<file path="config.mk">
export PLATFORM = sky130hd
export DESIGN_NAME = rgb_pixel_color_filter
export DESIGN_NICKNAME = d
export VERILOG_FILES = /design/src/rtl/rpcf_pkg.sv /design/src/rtl/rgb_pixel_color_filter.sv
export SDC_FILE = /design/constraint.sdc
export NUM_CORES = 2
export LEC_CHECK = 0
export BUFFER_PORTS_ARGS = -buffer_cell sky130_fd_sc_hd__buf_2
export CAP_MARGIN = 0
export CORE_MARGIN = 1.5
export CORE_UTILIZATION = 49
export DETAILED_ROUTE_END_ITERATION = 16
export PLACE_DENSITY = 0.76
export RECOVER_POWER = 100
export SYNTH_ARGS = -nofsm -noshare
export SYNTH_HDL_FRONTEND = slang
export SYNTH_SLANG_ARGS = --single-unit
</file>
<file path="constraint.sdc">
create_clock -name clock -period 7.9 [get_ports clock]
set_input_delay 1.58 -clock clock [delete_from_list [all_inputs] [get_ports clock]]
set_output_delay 1.58 -clock clock [all_outputs]
set_load 0.03 [all_outputs]
</file>
<file path="src/rtl/rpcf_pkg.sv">
// Package for the RGB pixel color filter: constants, codes and the weighting function.
`timescale 1ns / 1ps
package rpcf_pkg;

   localparam int CHAN_W    = 8;
   localparam int FRAC_W    = 16;
   localparam int FACTOR_W  = FRAC_W + 1;
   localparam int MODE_W    = 3;
   localparam int CSR_IDX_W = 2;
   localparam int CSR_DATA_W = FACTOR_W;
   localparam int COEF_W    = 16;
   localparam int SUM_W     = COEF_W + CHAN_W + 2;

   localparam logic [FACTOR_W-1:0] FACTOR_ONE = FACTOR_W'(1 << FRAC_W);
   localparam logic [CHAN_W-1:0]   CHAN_MAX   = '1;

   typedef enum logic [MODE_W-1:0] {
      MODE_GRAY   = 3'd0,
      MODE_SEPIA  = 3'd1,
      MODE_INVERT = 3'd2,
      MODE_SHADE  = 3'd3,
      MODE_TINT   = 3'd4
   } mode_type;

   typedef enum logic [CSR_IDX_W-1:0] {
      REG_FILTER_MODE  = 2'd0,
      REG_BLEND_FACTOR = 2'd1
   } csr_reg_type;

   typedef logic [COEF_W-1:0] coef_type;
   typedef logic [CHAN_W-1:0] chan_type;

   localparam coef_type LUMA_R = 16'd13933;
   localparam coef_type LUMA_G = 16'd46871;
   localparam coef_type LUMA_B = 16'd4732;

   localparam coef_type SEPIA_RR = 16'd25756;
   localparam coef_type SEPIA_RG = 16'd50397;
   localparam coef_type SEPIA_RB = 16'd12386;
   localparam coef_type SEPIA_GR = 16'd22872;
   localparam coef_type SEPIA_GG = 16'd44958;
   localparam coef_type SEPIA_GB = 16'd11010;
   localparam coef_type SEPIA_BR = 16'd17826;
   localparam coef_type SEPIA_BG = 16'd34996;
   localparam coef_type SEPIA_BB = 16'd8585;

   // weighted sum of three channels, drop fraction, clamp at full scale
   function automatic chan_type weigh3(input coef_type w0, input coef_type w1,
                                       input coef_type w2, input chan_type r,
                                       input chan_type g, input chan_type b);
      logic [SUM_W-1:0]          sum;
      logic [SUM_W-FRAC_W-1:0]   whole;
      sum = SUM_W'(w0) * SUM_W'(r) + SUM_W'(w1) * SUM_W'(g) + SUM_W'(w2) * SUM_W'(b);
      whole = sum[SUM_W-1:FRAC_W];
      if (whole > (SUM_W-FRAC_W)'(CHAN_MAX)) begin
         return CHAN_MAX;
      end
      return whole[CHAN_W-1:0];
   endfunction

endpackage

</file>
<file path="src/rtl/rgb_pixel_color_filter.sv">
// Top level of the RGB pixel color filter: input register, filter logic, result register.
//
//   channel  direction  handshake          payload
//   req      in         req_valid/stall    req_red_in, req_green_in, req_blue_in
//   rsp      out        rsp_valid/stall    rsp_red_out, rsp_green_out, rsp_blue_out
//   csr      in         csr_write          csr_index, csr_wdata
//
// One word per cycle unless rsp_stall blocks; words pass input then result register.
// Per channel, between registers: a constant-weight sum, an 8x17 product or a subtraction.
// Synchronous reset clears both valid bits and the CSRs (grayscale, factor zero).
// A stalled result holds; the input stage keeps taking words while the result stage can drain.
`timescale 1ns / 1ps
module rgb_pixel_color_filter (
   input  logic                              clock,
   input  logic                              reset,
   input  logic                              req_valid,
   output logic                              req_stall,
   input  logic [rpcf_pkg::CHAN_W-1:0]       req_red_in,
   input  logic [rpcf_pkg::CHAN_W-1:0]       req_green_in,
   input  logic [rpcf_pkg::CHAN_W-1:0]       req_blue_in,
   output logic                              rsp_valid,
   input  logic                              rsp_stall,
   output logic [rpcf_pkg::CHAN_W-1:0]       rsp_red_out,
   output logic [rpcf_pkg::CHAN_W-1:0]       rsp_green_out,
   output logic [rpcf_pkg::CHAN_W-1:0]       rsp_blue_out,
   input  logic                              csr_write,
   input  logic [rpcf_pkg::CSR_IDX_W-1:0]    csr_index,
   input  logic [rpcf_pkg::CSR_DATA_W-1:0]   csr_wdata
);
   import rpcf_pkg::*;

   logic [MODE_W-1:0]    mode_ff;
   logic [FACTOR_W-1:0]  factor_ff;

   logic                 s1_valid_ff;
   chan_type             s1_red_ff, s1_green_ff, s1_blue_ff;
   logic                 s2_valid_ff;
   chan_type             s2_red_ff, s2_green_ff, s2_blue_ff;

   logic                 s2_open;
   logic                 s2_load;
   logic                 s1_open;
   logic                 s1_valid_in;
   logic                 s2_valid_in;
   chan_type             red_in, green_in, blue_in;

   logic [FACTOR_W-1:0]  factor_sat;
   logic [FACTOR_W-1:0]  keep_frac;
   chan_type             chan_src [3];
   chan_type             chan_res [3];
   chan_type             gray;

   // configuration registers
   always_ff @(posedge clock) begin
      if (reset) begin
         mode_ff   <= MODE_W'(MODE_GRAY);
         factor_ff <= '0;
      end else if (csr_write) begin
         unique case (csr_reg_type'(csr_index))
            REG_FILTER_MODE:  mode_ff   <= csr_wdata[MODE_W-1:0];
            REG_BLEND_FACTOR: factor_ff <= csr_wdata[FACTOR_W-1:0];
            default: ;
         endcase
      end
   end

   // handshake: result stage drains or is empty, input stage moves forward
   assign s2_open     = !s2_valid_ff || !rsp_stall;
   assign s2_load     = s1_valid_ff && s2_open;
   assign s1_open     = !s1_valid_ff || s2_open;
   assign req_stall   = !s1_open;
   assign s1_valid_in = s1_open ? req_valid : s1_valid_ff;
   assign s2_valid_in = s2_open ? s1_valid_ff : s2_valid_ff;

   always_ff @(posedge clock) begin
      if (reset) begin
         s1_valid_ff <= 1'b0;
         s2_valid_ff <= 1'b0;
      end else begin
         s1_valid_ff <= s1_valid_in;
         s2_valid_ff <= s2_valid_in;
      end
   end

   always_ff @(posedge clock) begin
      if (s1_open) begin
         s1_red_ff   <= req_red_in;
         s1_green_ff <= req_green_in;
         s1_blue_ff  <= req_blue_in;
      end
   end

   // filter datapath
   assign factor_sat = factor_ff[FACTOR_W-1] ? FACTOR_ONE : factor_ff;
   assign keep_frac  = FACTOR_ONE - factor_sat;
   assign chan_src[0] = s1_red_ff;
   assign chan_src[1] = s1_green_ff;
   assign chan_src[2] = s1_blue_ff;
   assign gray = weigh3(LUMA_R, LUMA_G, LUMA_B, s1_red_ff, s1_green_ff, s1_blue_ff);

   always_comb begin
      logic [CHAN_W+FACTOR_W-1:0] prod;
      prod = '0;
      for (int k = 0; k < 3; k++) begin
         case (mode_type'(mode_ff))
            MODE_GRAY: begin
               chan_res[k] = gray;
            end
            MODE_SEPIA: begin
               chan_res[k] = chan_src[k];
            end
            MODE_INVERT: begin
               chan_res[k] = CHAN_MAX - chan_src[k];
            end
            MODE_SHADE: begin
               prod = (CHAN_W+FACTOR_W)'(chan_src[k]) * (CHAN_W+FACTOR_W)'(keep_frac);
               chan_res[k] = prod[FRAC_W +: CHAN_W];
            end
            MODE_TINT: begin
               prod = (CHAN_W+FACTOR_W)'(CHAN_MAX - chan_src[k])
                      * (CHAN_W+FACTOR_W)'(factor_sat);
               chan_res[k] = chan_src[k] + prod[FRAC_W +: CHAN_W];
            end
            default: begin
               chan_res[k] = chan_src[k];
            end
         endcase
      end
   end

   always_comb begin
      if (mode_type'(mode_ff) == MODE_SEPIA) begin
         red_in   = weigh3(SEPIA_RR, SEPIA_RG, SEPIA_RB, s1_red_ff, s1_green_ff, s1_blue_ff);
         green_in = weigh3(SEPIA_GR, SEPIA_GG, SEPIA_GB, s1_red_ff, s1_green_ff, s1_blue_ff);
         blue_in  = weigh3(SEPIA_BR, SEPIA_BG, SEPIA_BB, s1_red_ff, s1_green_ff, s1_blue_ff);
      end else begin
         red_in   = chan_res[0];
         green_in = chan_res[1];
         blue_in  = chan_res[2];
      end
   end

   always_ff @(posedge clock) begin
      if (s2_load) begin
         s2_red_ff   <= red_in;
         s2_green_ff <= green_in;
         s2_blue_ff  <= blue_in;
      end
   end

   assign rsp_valid     = s2_valid_ff;
   assign rsp_red_out   = s2_red_ff;
   assign rsp_green_out = s2_green_ff;
   assign rsp_blue_out  = s2_blue_ff;

   a_stall_cause: assert property (@(posedge clock) disable iff (reset)
      req_stall |-> (s1_valid_ff && rsp_valid && rsp_stall))
      else $error("input stalled without a blocked result");

   a_advance: assert property (@(posedge clock) disable iff (reset)
      s2_load |=> rsp_valid)
      else $error("loaded word missing at result");

   a_gray_equal: assert property (@(posedge clock) disable iff (reset)
      (s2_load && mode_ff == MODE_W'(MODE_GRAY))
      |=> (rsp_red_out == rsp_green_out && rsp_green_out == rsp_blue_out))
      else $error("grayscale channels differ");

   a_invert: assert property (@(posedge clock) disable iff (reset)
      (s2_load && mode_ff == MODE_W'(MODE_INVERT))
      |=> (rsp_red_out == ~$past(s1_red_ff) && rsp_blue_out == ~$past(s1_blue_ff)))
      else $error("invert result wrong");

endmodule
</file>
==> run summary <==
Footprint of the multi-input gates -> 0.0418 mm^2
Routed vias/inst -> 5.58
Cell family contributing the most delay on the critical path -> adder cells
Number of distinct library cells after synthesis -> 79
Worst Clk Skew -> 0.0179 ns
Synthesized cell area -> 0.0487 mm^2
Post-detailed-route wirelength per cell -> 22.2 um
Total number of clock tree sinks -> 70
Placed cell areas -> 0.0532 mm^2
P&R area growth vs syn -> 10.7%
Root buffer cell -> clkbuf_16
Detailed Routing Iterations Pass 1 -> 7
Violated checks -> capacitance limit, slew limit, setup timing
DRC violation count after routing -> 0
Highest clock rate -> 122 MHz
Syn Area/Cell -> 8.89 um^2
Reg-to-reg setup timing slack -> -0.31 ns
Share of the yosys chip area belonging to registers -> 0.0387
Antenna violations before repair -> 4
Via count of the first global-routing pass -> 41,600
Overflow after GRT -> 0
Startpoint type of the worst setup path -> register
Critical path destination -> rsp_blue_out[5]
Number of stages on the worst setup path -> 28
Number of input and output port buffers inserted -> 73
Worst path most repeated cell -> fa_1
Most frequent cells in the layout -> 1,278 x inv_1, 900 x fa_1, 851 x ha_1
Area contributors post-synth -> fa_1 37%, ha_1 22%, inv_1 9.9%, nand2_1 3.1%, edfxtp_1 3.0%
Number of placed I/O pins -> 74
Util after Layout -> 0.548
Area of the core -> 0.0984 mm^2
Die area -> 0.101 mm^2
Relative slew margins -> -2.49
Crit path from -> s1_blue_ff[3]
Period utilization -> 1.04
Critical Path Fanout Max -> 3
Worst-path cell with the longest stage delay -> fa_2
Wire length of the first global-routing pass -> 245 mm
Effective utilization at floorplan -> 0.495
Number of clock buffers inserted by TritonCTS -> 9
Number of enable flip-flop cells after synthesis -> 48
Area taken by flip-flops and latches -> 0.00188 mm^2
Most used DFF post-synth -> edfxtp_1
Clock-pin slew on the worst setup and hold paths -> 0.08 ns
Layout Cell Area excl Fill -> 0.0539 mm^2
Max clock buf depth -> 2
Commonest non-fill, non-tap cell in the layout -> inv_1
Peak per-stage delay on the critical path -> 0.67 ns
Setup repair after global routing missed its margin -> true
Vias -> 39,400
Buf/Inv on CP -> 4
Iter 0 DRT Violations -> 3,453
Placed wire-length estimate -> 131 mm
Routed Antenna Nets -> 0
Critical setup path kind -> reg2reg
Die Ht -> 318 um
Final Hold Viols -> 0
H-tree Lvls -> 3
Register bit total from synthesis -> 70
Share of layout cells above drive strength 1 -> 0.0942
Later-pin clock latency in the skew report -> 0.38 ns
Final critical-path setup slack -> -0.311 ns
Number of cells traversed by the worst register-to-register path -> 28
Measured slew at the worst slew-check pin -> 5.19 ns
Kind of end point of the critical path -> register
Data arrival time of the worst path -> 8.34 ns
Number of standard cells after synthesis -> 5,476
Reg-to-reg critical path endpoint -> rsp_blue_out[5]
Post-synth top area share -> 0.372
CP required -> 8.03 ns
Post-detailed-routing wire length -> 157 mm
Post-Layout Cell Count -> 7,061
Warnings from Yosys -> 0
RePlAce Congestion -> 0.998
Number of inserted filler cells in the final layout -> 8,852
Biggest area consumer among synthesized cells -> fa_1
Placed Cells incl. Taps -> 7,029
Fraction of synthesis flops using an asynchronous set or reset pin -> 0
Shortest period the worst path allows -> 8.21 ns
Overall die width -> 318 um
Run status -> finished with violations
Beginning of the worst register-to-register path -> s1_blue_ff[3]
Total routing usage reported by global routing -> 0.319
Largest net degree at the start of global routing -> 49
Nets@finish -> 7,584
Number of max-cap violations -> 2
Clock tree from TritonCTS -> built
Final Max Tran Viols -> 52
Worst min path class -> reg2reg
Setup violators final -> 24
Number of cell rows -> 115
Synthesized Nets -> 7,293
## Yosys cell counts (56+ instances only)
library cell / number
clkbuf_1: 176
a21oi_1: 192
nor2_1: 362
and2_1: 155
ha_1: 865
nand2b_1: 176
fa_1: 904
nand2_1: 401
xnor2_1: 141
nand3_1: 57
xor2_1: 76
nor3_1: 56
inv_1: 1288
o21ai_0: 90
## cell type report
| class | count | area share |
|---|---|---|
| Tap cell | 1287 | 0.0299 |
| Antenna cell | 2 | 0.0000929 |
| Clock buffer | 11 | 0.00474 |
| Multi-Input combinational cell | 3934 | 0.776 |
| Clock inverter | 5 | 0.000720 |
| Timing Repair Buffer | 462 | 0.0633 |
| Sequential cell | 70 | 0.0349 |
| Inverter | 1290 | 0.0899 |
## flip-flops by register name (all words and copies together) (netlist names)
register / cells
factor_ff: 17
mode_ff: 3
rsp_blue_out: 8
rsp_green_out: 8
rsp_red_out: 8
rsp_valid: 1
s1_blue_ff: 8
s1_green_ff: 8
s1_red_ff: 8
s1_valid_ff: 1
## cell families after synthesis
group           count (synthesis)  synth area share
buf+inv                      1472             0.113
mux                            12           0.00249
flops                          70            0.0387
compound gates                584            0.0790
simple gates                 1352             0.133
xor+xnor                      217            0.0390
fa+ha+maj                    1769             0.594
## per-layer routing
layer  GRT usage  part of all wire  vias to the layer above
li1            -                 -                    17600
met1       0.433              0.41                    19600
met2       0.494              0.44                     1836
met3      0.0750              0.11                      364
met4       0.124             0.047                        6
met5           0           0.00019                        -
## worst min-delay path by stage
stage,from,endpoint,depth (start not counted)
floorplan,factor_ff[11],factor_ff[11],2
global placement,factor_ff[5],factor_ff[5],2
detailed placement,factor_ff[4],factor_ff[4],2
CTS,factor_ff[4],factor_ff[4],2
global route,factor_ff[2],factor_ff[2],2
finish,factor_ff[4],factor_ff[4],2
## metrics by stage
| stage | TNS, ns | hold slack, ns | setup WS, ns |
|---|---|---|---|
| 4_1_cts | -5.14 | 0.471 | -0.346 |
| 6_report | -4.56 | 0.463 | -0.311 |
| 2_1_floorplan | -1.16 | 0.437 | -0.255 |
| 3_5_place_dp | -7.24 | 0.461 | -0.544 |
| 5_1_grt | -10.45 | 0.501 | -0.555 |
| 3_3_place_gp | -4.41 | 0.450 | -0.425 |
## worst register-to-register path: cells and delay by family, from the launching register on
family                   cells  cell delay (ns)
AND/OR/NAND/NOR              6             1.22
XOR/XNOR                     1             0.16
AO/OA/AOI/OAI                6             1.50
buffers and inverters        4             0.18
multiplexers                 1             0.30
adder cells (fa/ha/maj)     10             4.14
flip-flops                   1             0.48
## repair_timing
item / in CTS / in global routing
buffers inserted: 12 / 2
hold buffers: 0 / 0
pin swaps: 22 / 24
endpoints found under the setup margin: 24 / 24
resized for setup: 34 / 26
Power is not shown: default switching activity piles up to over one toggle a cycle in this logic, so the estimate is an artifact.
